--- src/rtl/core/pulse_count_sensor_scanner_macros.svh ---
// Assertion macros used by the scanner top level.
`ifndef PULSE_COUNT_SENSOR_SCANNER_MACROS_SVH
`define PULSE_COUNT_SENSOR_SCANNER_MACROS_SVH

// Same-cycle implication, sampled on i_clk, off while i_rst_n is low.
`define PCSS_ASSERT_IMP(label, ante, cons, msg) \
    label: assert property (@(posedge i_clk) disable iff (!i_rst_n) \
        (ante) |-> (cons)) else $error(msg);

// Next-cycle implication, sampled on i_clk, off while i_rst_n is low.
`define PCSS_ASSERT_NXT(label, ante, cons, msg) \
    label: assert property (@(posedge i_clk) disable iff (!i_rst_n) \
        (ante) |=> (cons)) else $error(msg);

`endif

--- src/rtl/core/pcss_pkg.sv ---
// Shared types and constants of the pulse-count sensor scanner.
package pcss_pkg;

    // Default geometry
    localparam int SLOTS_DEF      = 8;
    localparam int BANKS_DEF      = 3;
    localparam int COUNT_BITS_DEF = 16;

    // Fixed field widths
    localparam int OUT_BITS     = 16;
    localparam int ELAPSED_BITS = 16;
    localparam int TIME_BITS    = 16;
    localparam int SLOT_FBITS   = 3;
    localparam int PHASE_BITS   = 2;
    localparam int CFG_IDX_BITS = 2;

    localparam logic [ELAPSED_BITS-1:0] ELAPSED_MAX = '1;
    localparam logic [TIME_BITS-1:0]    TIME_RESET  = TIME_BITS'(50);

    // Configuration register indexes
    localparam logic [CFG_IDX_BITS-1:0] CFG_CONV_TIME    = CFG_IDX_BITS'(0);
    localparam logic [CFG_IDX_BITS-1:0] CFG_READOUT_TIME = CFG_IDX_BITS'(1);

    // Phase codes as reported on the result
    localparam logic [PHASE_BITS-1:0] PHASE_IDLE = PHASE_BITS'(0);
    localparam logic [PHASE_BITS-1:0] PHASE_CONV = PHASE_BITS'(1);
    localparam logic [PHASE_BITS-1:0] PHASE_READ = PHASE_BITS'(2);

    // Sequencer state
    typedef enum logic [2:0] {
        ST_IDLE = 3'b001,
        ST_CONV = 3'b010,
        ST_READ = 3'b100
    } t_state;

    // Per-item commands from the sequencer to every bank lane
    typedef struct packed {
        logic accept;
        logic count_en;
        logic count_clr;
        logic wr_en;
        logic rd_ok;
        logic rd_byp;
    } t_lane_ctl;

endpackage

--- src/rtl/core/pulse_count_sensor_scanner.sv ---
// Top level of the pulse-count sensor scanner: sequencer, bank lanes, result merge.
//
//  channel | valid        | ready        | payload
//  --------+--------------+--------------+------------------------------------------
//  input   | i_in_valid   | o_in_ready   | i_ms_tick, i_pulse_a/b/c, i_read_slot
//  result  | o_out_valid  | i_out_ready  | o_phase .. o_stored_c
//  config  | i_cfg_valid  | o_cfg_ready  | i_cfg_index, i_cfg_data
//
//  One item per cycle unless stalled; a transfer's result is registered for the next cycle.
//  The sequencer and all bank lanes update in the same cycle; the store read is registered.
//  A stalled result holds the input side only while the output register is full.
//  Synchronous active-low reset clears the sequencer, counters and store valid bits.
//  Config transfers are always taken (o_cfg_ready is high).
module pulse_count_sensor_scanner #(
    parameter int SLOTS      = pcss_pkg::SLOTS_DEF,
    parameter int BANKS      = pcss_pkg::BANKS_DEF,
    parameter int COUNT_BITS = pcss_pkg::COUNT_BITS_DEF
) (
    input  logic                                 i_clk,
    input  logic                                 i_rst_n,
    input  logic                                 i_in_valid,
    output logic                                 o_in_ready,
    input  logic                                 i_ms_tick,
    input  logic                                 i_pulse_a,
    input  logic                                 i_pulse_b,
    input  logic                                 i_pulse_c,
    input  logic [pcss_pkg::SLOT_FBITS-1:0]      i_read_slot,
    output logic                                 o_out_valid,
    input  logic                                 i_out_ready,
    output logic [pcss_pkg::PHASE_BITS-1:0]      o_phase,
    output logic                                 o_power_on,
    output logic [pcss_pkg::SLOT_FBITS-1:0]      o_power_slot,
    output logic                                 o_reading_done,
    output logic [pcss_pkg::SLOT_FBITS-1:0]      o_done_slot,
    output logic [pcss_pkg::OUT_BITS-1:0]        o_done_count_a,
    output logic [pcss_pkg::OUT_BITS-1:0]        o_done_count_b,
    output logic [pcss_pkg::OUT_BITS-1:0]        o_done_count_c,
    output logic [pcss_pkg::OUT_BITS-1:0]        o_stored_a,
    output logic [pcss_pkg::OUT_BITS-1:0]        o_stored_b,
    output logic [pcss_pkg::OUT_BITS-1:0]        o_stored_c,
    input  logic                                 i_cfg_valid,
    output logic                                 o_cfg_ready,
    input  logic [pcss_pkg::CFG_IDX_BITS-1:0]    i_cfg_index,
    input  logic [pcss_pkg::TIME_BITS-1:0]       i_cfg_data
);

    `include "pulse_count_sensor_scanner_macros.svh"

    localparam int SW = $clog2(SLOTS);

    logic                              r_out_vld;
    logic                              w_accept;
    pcss_pkg::t_lane_ctl               w_ctl;
    logic [SW-1:0]                     w_wr_addr;
    logic [SW-1:0]                     w_rd_addr;
    logic [SW-1:0]                     w_ptr;
    logic                              w_done;
    logic [BANKS-1:0]                  w_pulse;
    logic [pcss_pkg::OUT_BITS-1:0]     w_done_cnt [BANKS];
    logic [pcss_pkg::OUT_BITS-1:0]     w_stored   [BANKS];
    logic                              w_ph_idle;
    logic                              w_ph_conv;
    logic                              w_ph_read;
    logic                              w_idle_take;
    logic                              w_cnt_zero;

    // Take a new item whenever the output register is free or draining
    assign o_in_ready  = !r_out_vld || i_out_ready;
    assign w_accept    = i_in_valid && o_in_ready;
    assign o_cfg_ready = 1'b1;

    always_ff @(posedge i_clk) begin
        if (!i_rst_n) begin
            r_out_vld <= 1'b0;
        end else if (o_in_ready) begin
            r_out_vld <= i_in_valid;
        end
    end

    pcss_ctrl #(
        .SLOTS (SLOTS),
        .SW    (SW)
    ) u_ctrl (
        .i_clk       (i_clk),
        .i_rst_n     (i_rst_n),
        .i_accept    (w_accept),
        .i_ms_tick   (i_ms_tick),
        .i_read_slot (i_read_slot),
        .i_cfg_we    (i_cfg_valid),
        .i_cfg_index (i_cfg_index),
        .i_cfg_data  (i_cfg_data),
        .o_lane_ctl  (w_ctl),
        .o_wr_addr   (w_wr_addr),
        .o_rd_addr   (w_rd_addr),
        .o_phase     (o_phase),
        .o_ptr       (w_ptr),
        .o_done      (w_done)
    );

    // One lane per bank; banks past the third have no pulse line
    for (genvar b = 0; b < BANKS; b++) begin : g_lane
        if (b == 0) begin : g_pa
            assign w_pulse[b] = i_pulse_a;
        end else if (b == 1) begin : g_pb
            assign w_pulse[b] = i_pulse_b;
        end else if (b == 2) begin : g_pc
            assign w_pulse[b] = i_pulse_c;
        end else begin : g_pn
            assign w_pulse[b] = 1'b0;
        end

        pcss_lane #(
            .SLOTS      (SLOTS),
            .COUNT_BITS (COUNT_BITS),
            .SW         (SW)
        ) u_lane (
            .i_clk      (i_clk),
            .i_rst_n    (i_rst_n),
            .i_pulse    (w_pulse[b]),
            .i_ctl      (w_ctl),
            .i_wr_addr  (w_wr_addr),
            .i_rd_addr  (w_rd_addr),
            .o_done_cnt (w_done_cnt[b]),
            .o_stored   (w_stored[b])
        );
    end

    // Merge lane results into the result fields
    assign o_done_count_a = w_done_cnt[0];
    assign o_stored_a     = w_stored[0];

    if (BANKS > 1) begin : g_out_b
        assign o_done_count_b = w_done_cnt[1];
        assign o_stored_b     = w_stored[1];
    end else begin : g_zero_b
        assign o_done_count_b = '0;
        assign o_stored_b     = '0;
    end

    if (BANKS > 2) begin : g_out_c
        assign o_done_count_c = w_done_cnt[2];
        assign o_stored_c     = w_stored[2];
    end else begin : g_zero_c
        assign o_done_count_c = '0;
        assign o_stored_c     = '0;
    end

    assign o_out_valid    = r_out_vld;
    assign o_power_on     = (o_phase != pcss_pkg::PHASE_IDLE);
    assign o_power_slot   = pcss_pkg::SLOT_FBITS'(w_ptr);
    assign o_reading_done = w_done;
    assign o_done_slot    = w_done ? pcss_pkg::SLOT_FBITS'(w_ptr) : '0;

    // Phase and count conditions watched by the checks below
    assign w_ph_idle   = (o_phase == pcss_pkg::PHASE_IDLE);
    assign w_ph_conv   = (o_phase == pcss_pkg::PHASE_CONV);
    assign w_ph_read   = (o_phase == pcss_pkg::PHASE_READ);
    assign w_idle_take = w_accept && w_ph_idle;
    assign w_cnt_zero  = (o_done_count_a == '0) && (o_done_count_b == '0) &&
                         (o_done_count_c == '0);

    // A finished readout always leaves the sequencer idle
    `PCSS_ASSERT_IMP(a_done_idle, r_out_vld && w_done, w_ph_idle, "readout ended outside idle")

    // An item taken in idle starts a conversion
    `PCSS_ASSERT_NXT(a_idle_conv, w_idle_take, w_ph_conv && r_out_vld, "idle item not converted")

    // Completed counts are zero unless a readout finished
    `PCSS_ASSERT_IMP(a_cnt_zero, r_out_vld && !w_done, w_cnt_zero, "done counts without readout")

    // Store writes happen only on a transfer
    `PCSS_ASSERT_IMP(a_wr_accept, w_ctl.wr_en, w_accept && w_ph_read, "stray store write")

endmodule

--- src/rtl/core/pcss_ctrl.sv ---
// Phase sequencer: slot pointer, millisecond timer, config registers, store valid bits.
module pcss_ctrl #(
    parameter int SLOTS = pcss_pkg::SLOTS_DEF,
    parameter int SW    = $clog2(SLOTS)
) (
    input  logic                                 i_clk,
    input  logic                                 i_rst_n,
    input  logic                                 i_accept,
    input  logic                                 i_ms_tick,
    input  logic [pcss_pkg::SLOT_FBITS-1:0]      i_read_slot,
    input  logic                                 i_cfg_we,
    input  logic [pcss_pkg::CFG_IDX_BITS-1:0]    i_cfg_index,
    input  logic [pcss_pkg::TIME_BITS-1:0]       i_cfg_data,
    output pcss_pkg::t_lane_ctl                  o_lane_ctl,
    output logic [SW-1:0]                        o_wr_addr,
    output logic [SW-1:0]                        o_rd_addr,
    output logic [pcss_pkg::PHASE_BITS-1:0]      o_phase,
    output logic [SW-1:0]                        o_ptr,
    output logic                                 o_done
);

    pcss_pkg::t_state                     r_state, n_state;
    logic [SW-1:0]                        r_ptr, n_ptr;
    logic [pcss_pkg::ELAPSED_BITS-1:0]    r_elapsed, n_elapsed;
    logic [pcss_pkg::ELAPSED_BITS-1:0]    w_el_inc;
    logic [pcss_pkg::TIME_BITS-1:0]       r_conv_time;
    logic [pcss_pkg::TIME_BITS-1:0]       r_readout_time;
    logic [SLOTS-1:0]                     r_vld;
    logic                                 r_done;
    logic                                 w_in_range;
    pcss_pkg::t_lane_ctl                  w_ctl;

    // Take configuration writes; unknown indexes drop
    always_ff @(posedge i_clk) begin
        if (!i_rst_n) begin
            r_conv_time    <= pcss_pkg::TIME_RESET;
            r_readout_time <= pcss_pkg::TIME_RESET;
        end else if (i_cfg_we) begin
            if (i_cfg_index == pcss_pkg::CFG_CONV_TIME) begin
                r_conv_time <= i_cfg_data;
            end
            if (i_cfg_index == pcss_pkg::CFG_READOUT_TIME) begin
                r_readout_time <= i_cfg_data;
            end
        end
    end

    // Saturating millisecond count including this item's tick
    assign w_el_inc = r_elapsed +
        pcss_pkg::ELAPSED_BITS'(i_ms_tick && (r_elapsed != pcss_pkg::ELAPSED_MAX));

    // Read address range check and store lookup controls
    assign w_in_range = (32'(i_read_slot) < SLOTS);
    assign o_rd_addr  = SW'(i_read_slot);
    assign o_wr_addr  = r_ptr;

    // Step the timer or the phase on every accepted item
    always_comb begin
        n_state   = r_state;
        n_ptr     = r_ptr;
        n_elapsed = r_elapsed;
        w_ctl     = '0;
        w_ctl.accept = i_accept;
        if (i_accept) begin
            unique case (r_state)
                pcss_pkg::ST_CONV: begin
                    if (w_el_inc >= r_conv_time) begin
                        w_ctl.count_clr = 1'b1;
                        n_state         = pcss_pkg::ST_READ;
                        n_elapsed       = '0;
                    end else begin
                        n_elapsed = w_el_inc;
                    end
                end
                pcss_pkg::ST_READ: begin
                    w_ctl.count_en = 1'b1;
                    if (w_el_inc >= r_readout_time) begin
                        w_ctl.wr_en = 1'b1;
                        n_state     = pcss_pkg::ST_IDLE;
                        n_elapsed   = '0;
                    end else begin
                        n_elapsed = w_el_inc;
                    end
                end
                default: begin
                    n_ptr     = (32'(r_ptr) == SLOTS - 1) ? '0 : r_ptr + SW'(1);
                    n_state   = pcss_pkg::ST_CONV;
                    n_elapsed = '0;
                end
            endcase
        end
        w_ctl.rd_ok  = w_in_range && r_vld[o_rd_addr];
        w_ctl.rd_byp = w_in_range && w_ctl.wr_en && (r_ptr == o_rd_addr);
    end

    // Advance sequencer state and mark written slots
    always_ff @(posedge i_clk) begin
        if (!i_rst_n) begin
            r_state   <= pcss_pkg::ST_IDLE;
            r_ptr     <= '0;
            r_elapsed <= '0;
            r_vld     <= '0;
            r_done    <= 1'b0;
        end else begin
            r_state   <= n_state;
            r_ptr     <= n_ptr;
            r_elapsed <= n_elapsed;
            if (w_ctl.wr_en) begin
                r_vld[r_ptr] <= 1'b1;
            end
            if (i_accept) begin
                r_done <= w_ctl.wr_en;
            end
        end
    end

    // Report the phase after the update
    always_comb begin
        unique case (r_state)
            pcss_pkg::ST_CONV: o_phase = pcss_pkg::PHASE_CONV;
            pcss_pkg::ST_READ: o_phase = pcss_pkg::PHASE_READ;
            default:           o_phase = pcss_pkg::PHASE_IDLE;
        endcase
    end

    assign o_lane_ctl = w_ctl;
    assign o_ptr      = r_ptr;
    assign o_done     = r_done;

endmodule

--- src/rtl/core/pcss_lane.sv ---
// One bank lane: wrapping pulse counter and that bank's column of the reading store.
module pcss_lane #(
    parameter int SLOTS      = pcss_pkg::SLOTS_DEF,
    parameter int COUNT_BITS = pcss_pkg::COUNT_BITS_DEF,
    parameter int SW         = $clog2(SLOTS)
) (
    input  logic                              i_clk,
    input  logic                              i_rst_n,
    input  logic                              i_pulse,
    input  pcss_pkg::t_lane_ctl               i_ctl,
    input  logic [SW-1:0]                     i_wr_addr,
    input  logic [SW-1:0]                     i_rd_addr,
    output logic [pcss_pkg::OUT_BITS-1:0]     o_done_cnt,
    output logic [pcss_pkg::OUT_BITS-1:0]     o_stored
);

    logic [COUNT_BITS-1:0] r_count, n_count;
    logic [COUNT_BITS-1:0] r_done_cnt;
    logic [COUNT_BITS-1:0] r_mem_q;
    logic                  r_rd_ok;
    logic                  r_rd_byp;
    logic [COUNT_BITS-1:0] mem [SLOTS];

    // Count pulses in readout, clear when readout begins
    always_comb begin
        priority if (i_ctl.count_clr) begin
            n_count = '0;
        end else if (i_ctl.count_en) begin
            n_count = r_count + COUNT_BITS'(i_pulse);
        end else begin
            n_count = r_count;
        end
    end

    always_ff @(posedge i_clk) begin
        if (!i_rst_n) begin
            r_count <= '0;
        end else begin
            r_count <= n_count;
        end
    end

    // Store column: write the finished count, register the read
    always_ff @(posedge i_clk) begin
        if (i_ctl.wr_en) begin
            mem[i_wr_addr] <= n_count;
        end
        if (i_ctl.accept) begin
            r_mem_q    <= mem[i_rd_addr];
            r_rd_ok    <= i_ctl.rd_ok;
            r_rd_byp   <= i_ctl.rd_byp;
            r_done_cnt <= i_ctl.wr_en ? n_count : '0;
        end
    end

    // Forward a same-item write, zero unwritten or out-of-range slots
    always_comb begin
        priority if (r_rd_byp) begin
            o_stored = pcss_pkg::OUT_BITS'(r_done_cnt);
        end else if (r_rd_ok) begin
            o_stored = pcss_pkg::OUT_BITS'(r_mem_q);
        end else begin
            o_stored = '0;
        end
    end

    assign o_done_cnt = pcss_pkg::OUT_BITS'(r_done_cnt);

endmodule
--- config.mk ---
export PLATFORM = sky130hd
export DESIGN_NAME = pulse_count_sensor_scanner
export DESIGN_NICKNAME = d
export VERILOG_FILES = /design/src/rtl/core/pcss_pkg.sv /design/src/rtl/core/pulse_count_sensor_scanner.sv /design/src/rtl/core/pcss_ctrl.sv /design/src/rtl/core/pcss_lane.sv
export VERILOG_INCLUDE_DIRS = /design/src /design/src/rtl/core
export SDC_FILE = /design/constraint.sdc
export NUM_CORES = 1
export LEC_CHECK = 0
export BUFFER_PORTS_ARGS = -buffer_cell sky130_fd_sc_hd__buf_4
export CAP_MARGIN = 20
export CORE_ASPECT_RATIO = 1.5
export CORE_MARGIN = 5
export CORE_UTILIZATION = 50
export DETAILED_ROUTE_END_ITERATION = 8
export PLACE_DENSITY = 0.68
export SKIP_CTS_REPAIR_TIMING = 1
export SYNTH_ARGS = -nofsm -noshare
export SYNTH_HDL_FRONTEND = slang
export SYNTH_SLANG_ARGS = --single-unit
--- constraint.sdc ---
create_clock -name i_clk -period 9.2 [get_ports i_clk]
set_clock_uncertainty 0.1 [all_clocks]
set_input_delay 1.38 -clock i_clk [delete_from_list [all_inputs] [get_ports i_clk]]
set_output_delay 1.38 -clock i_clk [all_outputs]
set_load 0.01 [all_outputs]
# Yosys cells after proc, flatten, opt, wreduce, memory -nomap -nowiden
# Memory sizes are Yosys's and may differ from the RTL's. A register that Yosys moved wholly into a read port is not among the register bits.
# Cells that the tools add are included.
# classes
bitwise	2
add_sub_neg	5
n_eq_ne	8
mux	33
n_reduce_logical	13
n_lt_le_gt_ge	5
# op_table
op	count
2-to-1 mux 16 bit	14
adder 16 x 1 -> 16 bit	4
>= comparator 16 bit	2
case mux 16 bit (2 select lines)	1
!= test 16 bit (second input constant)	1
2-to-1 mux 3 bit	5
2-to-1 mux 1 bit	9
less-than comparator 3 x 4 -> 1 bit (second input constant)	2
OR 8 bit	1
equality test 3 bit (second input constant)	2
case mux 3 bit (2 select lines)	1
AND reduction 2 bit	3
logical AND 1 bit	4
!= test 2 x 1 -> 1 bit (second input constant)	2
case mux 2 bit (2 select lines)	1
adder 3 x 1 -> 3 bit (second input constant)	1
binary-select mux 1 bit (select 3 bit)	1
demux 1 bit (select 3 bit)	1
equality test 3 x 2 -> 1 bit (second input constant)	1
equality test 3 bit	1
>= comparator 3 x 1 -> 1 bit (second input constant)	1
AND reduction 3 bit	1
equality test 2 x 1 -> 1 bit (second input constant)	1
logical NOT 2 bit	1
5 further kinds	5
# word_totals
output_inout_bits	109
inputBits	30
reg_bits	162
wordCells	85
mem_count	3
ramBits	384
# memory_table
name	depth	width	rd	rd_clocked_by_memory_dff	wr	line	rtl
g_lane[0].u_lane.mem	8	16	1	1	1	pcss_lane.sv:22	logic [COUNT_BITS-1:0] mem [SLOTS];
g_lane[1].u_lane.mem	8	16	1	1	1	pcss_lane.sv:22	
g_lane[2].u_lane.mem	8	16	1	1	1	pcss_lane.sv:22	

# Longest topological paths before layout
# logic_depth
ltp_word	9
depth_mapped	20
ltp_nobuf	17

# By module
# A second synthesis with hierarchy kept.
# unflattened
cells_unflattened	1628
hier_area_um2	25091.6
# modules_own_cells
mod	area_each_um2	instances	seq_area_each_um2	cells_each
pcss_lane at g_lane[1].u_lane ...	7260.7	2	5185.0	405
pcss_lane at g_lane[0].u_lane	6970.4	1	5185.0	377
pcss_ctrl	3505.9	1	1261.2	430
pulse_count_sensor_scanner	93.8	1	20.0	11

# Least setup slack after synthesis
# Ideal clock, no wire load.
# synth_timing
path_type	input port to flip-flop
start	input port i_ms_tick
end	memory g_lane[0].u_lane.mem[4][0] (netlist name), enable pin
t_arrival_ns	9.309
stages	17
setup_time_ns	0.590
n_path_buf	1
setup_slack_ns	-0.799
required_ns	8.510
path_cell_list	inv_1 a41oi_1 ha_1 ha_1 nand3_1 nor2_1 nand2_1 and2_1 or2_2 ha_1 and2_2 nand4_1 or4_1 nand3_1 nand2_1 clkbuf_1 nor4b_1
# synth_between
elab_chain_len	8
# synth_rtl
item	line	rtl
start, declared	pulse_count_sensor_scanner.sv:23	input logic i_ms_tick,
logical AND 1 bit	pcss_ctrl.sv:50	pcss_pkg::ELAPSED_BITS'(i_ms_tick && (r_elapsed != pcss_pkg::ELAPSED_MAX));
adder 16 x 1 -> 16 bit	pcss_ctrl.sv:49	assign w_el_inc = r_elapsed +
>= comparator 16 bit	pcss_ctrl.sv:77	if (w_el_inc >= r_readout_time) begin
2-to-1 mux 1 bit	pcss_ctrl.sv:77	
2-to-1 mux 1 bit	pcss_ctrl.sv:65	unique case (r_state)
2-to-1 mux 3 bit	pcss_ctrl.sv:64	if (i_accept) begin
2-to-1 mux 1 bit	pcss_lane.sv:45	if (i_ctl.wr_en) begin
2-to-1 mux 1 bit (implied by the code)	pcss_lane.sv:46	mem[i_wr_addr] <= n_count;
end, declared	pcss_lane.sv:22	
# Every way passes these cells.

# Worst setup path in the final report
# layout_timing
start	input port i_ms_tick
end	register g_lane[0].u_lane.r_count[6]
# layout_between
elab_chain_len	7
# layout_rtl
item	line	rtl
logical AND 1 bit	pcss_ctrl.sv:50	
adder 16 x 1 -> 16 bit	pcss_ctrl.sv:49	
>= comparator 16 bit	pcss_ctrl.sv:67	if (w_el_inc >= r_conv_time) begin
2-to-1 mux 1 bit	pcss_ctrl.sv:67	
2-to-1 mux 1 bit	pcss_ctrl.sv:65	
2-to-1 mux 3 bit	pcss_ctrl.sv:64	
2-to-1 mux 16 bit	pcss_lane.sv:26	priority if (i_ctl.count_clr) begin
end signal, assigned	pcss_lane.sv:39	r_count <= n_count;
end, declared	pcss_lane.sv:17	logic [COUNT_BITS-1:0] r_count, n_count;
# Every way passes these cells.
# A chain may end at the register's enable or synchronous reset.

==> impl_metrics.py <==
metrics = {
    "outcome": {
        "status": "complete, no violations",
    },
    "setup_path": {
        "timing.critical_path.buf_inv": 3,
        "cp-end-kind": "flip-flop",
        "startpoint": "i_ms_tick",
        "crit_path_start_kind": "input pin",
        "timing.reg2reg.setup_slack_ps": 3280,
        "crit_slowest_cell": "nand2b_2",
        "worst_path_most_repeated_cell": "ha_1",
        "critPathTopFamily": "simple AND/OR/NAND/NOR gates",
        "path_cells": "buf_4 -> inv_1 -> a41oi_1 -> ha_1 -> ha_1 -> nand3_1 -> nor2_1 -> nand2_1 -> and2_1 -> or2_2 -> ha_1 -> and2_1 -> nand4_1 -> a2111oi_2 -> o31a_2 -> buf_4 -> nand2b_2 -> nor2_1",
        "cp.depth": 18,
        "critical_path.max_stage_delay_ps": 940,
        "critical_path_class": "input pin to flip-flop",
        "cp.required_ps": 9490,
        "r2r_start": "u_ctrl.r_elapsed[8]",
        "crit_path_max_fanout": 49,
        "rr_endpoint": "g_lane[0].u_lane.r_count[6]",
        "r2r_cells": 17,
        "crit_path_end": "g_lane[0].u_lane.r_count[6]",
        "arrival_ps": 6420,
    },
    "synth": {
        "ys_seq_elements": 594,
        "synth_area_um2": 23970,
        "yosysTopAreaCell": "edfxtp_1",
        "netlist-cell-type-count": 58,
        "synthCells": 1517,
        "synth_nets": 1589,
        "synth-warning-count": 0,
        "seq_area_frac_synth_pct": 69.74,
        "synthTopCellsByArea": "edfxtp_1 60%, dfxtp_1 9.4%, mux4_2 9.2%",
        "async_reset_ff_share_pct": 0,
        "syn_avg_cell_area_um2": 15.80,
        "synth_edf_count": 482,
        "synth_ff_type": "edfxtp_1",
        "synth_top_area_share_pct": 60.39,
    },
    "timing": {
        "hold_viol": 0,
        "rsz0062_at_grt": "no",
        "finalSetupViolations": 0,
        "finalCriticalPeriod_ps": 6131,
        "period_share_pct": 66.64,
        "tightestPinTransition_ps": 1112,
        "relSlewSlack_pct": 25.88,
        "fmax_mhz": 163.1,
        "drv_slew": 0,
    },
    "final_layout": {
        "stdcell_area_um2": 27490,
        "antenna-diode-count": 0,
        "drive_above_1_share_pct": 24.38,
        "final_util_pct": 57.77,
        "syn2layout_area_growth_pct": 14.68,
        "nFillCells": 3633,
        "final_cell_mix": "482 x edfxtp_1, 163 x nor2_1, 152 x buf_4",
        "finalNetCount": 1717,
        "final_common_cell": "edfxtp_1",
    },
    "power_and_ir_drop": {
        "report.power.total_mw": 5.450,
        "ir_drop_mv": 0.1431,
        "p_leak_nw": 10.04,
        "powerDensity_nw_per_um2": 198.3,
    },
    "drt": {
        "ant_nets": 0,
        "wire_per_inst_um": 22.72,
        "routed_wl_um": 51950,
        "detail_route.iter0.violations": 861,
        "first_pass_iters": 5,
        "via_per_inst": 5.711,
        "vias": 13060,
        "drc_errors": 0,
    },
    "clocking": {
        "htree_levels": 2,
        "cts_tree": "built",
        "clock_path_buffers": 3,
        "root_buffer": "clkbuf_16",
        "clkTransAtPathRegs_ps": 60,
        "cts_sinks": 594,
        "clkLatencyLatePin_ps": 570,
        "cts_buffers": 52,
    },
    "global_routing": {
        "grt_first_pass_wirelength_um": 80060,
        "grt_use_total_pct": 19.77,
        "grt_max_degree": 76,
        "grt_pass1_vias": 13620,
        "antenna_found_initial": 0,
        "grt_remaining_overflow": 0,
    },
    "place": {
        "gp_congestion": 0.8363,
        "dpl_cell_area_um2": 25650,
        "io_buffers": 137,
        "hpwl_um": 31610,
    },
    "die": {
        "io_pins": 139,
        "start_util_pct": 50.38,
        "rows": 98,
        "die_x_um": 188.8,
        "fp.dieH_um": 278.2,
        "die-area_um2": 52510,
        "core_um2": 47580,
    },
    "min_path": {
        "hp-class": "flip-flop to flip-flop",
    },
    "job": {
        "drv_cap": 0,
    },
}
==> synthesized netlist by cell type (all sizes together) (3+ instances only) <==
| cell type | number |
|---|---|
| edfxtp | 482 |
| nor2 | 163 |
| nand2 | 123 |
| dfxtp | 112 |
| mux4 | 98 |
| clkbuf | 59 |
| mux2 | 49 |
| a22o | 47 |
| inv | 46 |
| ha | 42 |
| xor2 | 35 |
| nand3 | 31 |
| a21boi | 28 |
| xnor2 | 22 |
| buf | 20 |
| o21ai | 16 |
| nand4 | 15 |
| and2 | 14 |
| a21oi | 11 |
| and4 | 10 |
| nor3 | 9 |
| o31ai | 8 |
| and3 | 7 |
| mux2i | 7 |
| nor2b | 6 |
| o211ai | 6 |
| a21o | 4 |
| nand2b | 4 |
| nor4 | 4 |
| a2111oi | 3 |
| a32o | 3 |
| nand3b | 3 |
| nor4b | 3 |
| o21a | 3 |
| or2 | 3 |
| or4 | 3 |
==> worst min-delay path by stage <==
stage                 endpoint            start  cells past startpoint  slack [ps]
6_report       u_ctrl.r_vld[2]  u_ctrl.r_vld[2]                      2         350
5_1_grt        u_ctrl.r_vld[2]  u_ctrl.r_vld[2]                      2         380
4_1_cts        u_ctrl.r_vld[2]  u_ctrl.r_vld[2]                      2         350
3_5_place_dp   u_ctrl.r_vld[2]  u_ctrl.r_vld[2]                      2         340
3_3_place_gp   u_ctrl.r_vld[4]  u_ctrl.r_vld[4]                      2         330
2_1_floorplan  u_ctrl.r_vld[2]  u_ctrl.r_vld[2]                      2         320
==> worst min-delay path: stages (launching register included) <==
cell	delay, ps
dfxtp_1	320
nand2_1	50
o31ai_1	50
==> power by group <==
part           internal, mW  switching (mW)  leakage [nW]  total (mW)
logic                0.0949           0.117          3.28       0.212
clock network          1.38           0.940         0.887        2.32
registers              2.90          0.0178          5.88        2.92
==> state kept, by name (all words and copies together) (netlist names) <==
name / flops
g_lane.u_lane.r_count: 48
o_out_valid: 1
u_ctrl.r_elapsed: 16
u_ctrl.r_readout_time: 16
g_lane.u_lane.r_mem_q: 48
u_ctrl.o_done: 1
g_lane.u_lane.r_rd_ok: 1
g_lane.u_lane.r_rd_byp: 1
u_ctrl.r_conv_time: 16
u_ctrl.o_ptr: 3
u_ctrl.r_state: 3
g_lane.u_lane.mem: 384
g_lane.u_lane.o_done_cnt: 48
u_ctrl.r_vld: 8
==> cells by family (layout without fill, tap and decap cells) <==
logic type	count (synthesis)	in the layout	share of synthesized area, %
AOI/OAI and AO/OA	137	137	4.385
xor gates and xnor gates	57	57	2.083
adders and majority gates	42	42	2.193
buffers and inverters	126	295	2.093
DFF	594	594	69.74
muxes	154	154	11.80
other	1	1	0.01565
and+or+nand+nor	406	406	7.684
==> layout make-up <==
type,instances,area (µm²),area share [%]
clock buffer,63,1416,5.153
clock inverter,32,422.9,1.539
inverter,46,175.2,0.6373
multi-input combinational,797,6842,24.89
sequential,594,16720,60.82
tap,600,750.7,2.731
timing repair buffer,154,1164,4.233
==> per-stage QoR <==
step	setup TNS, ps	hold slack, ps	setup WS [ps]	std cells
finish	0	350.6	3069	2286
global route	0	376.5	2716	2286
CTS	0	352.2	3079	2286
detailed placement	0	335.7	2465	2191
global placement	0	328.1	2650	2190
floorplan	-76290	319.6	-794.7	1517
==> routing by layer <==
metal | part of all wire (%) | global-route usage, % | vias up | wire, µm
li1 | - | - | 6003 | -
met1 | 38 | 24.04 | 6617 | 19830
met2 | 54 | 36.41 | 349 | 28140
met3 | 4.5 | 2.823 | 87 | 2316
met4 | 3.2 | 6.263 | 0 | 1656
met5 | 0 | 0 | - | 0
Power figures use the tool's default switching activity.
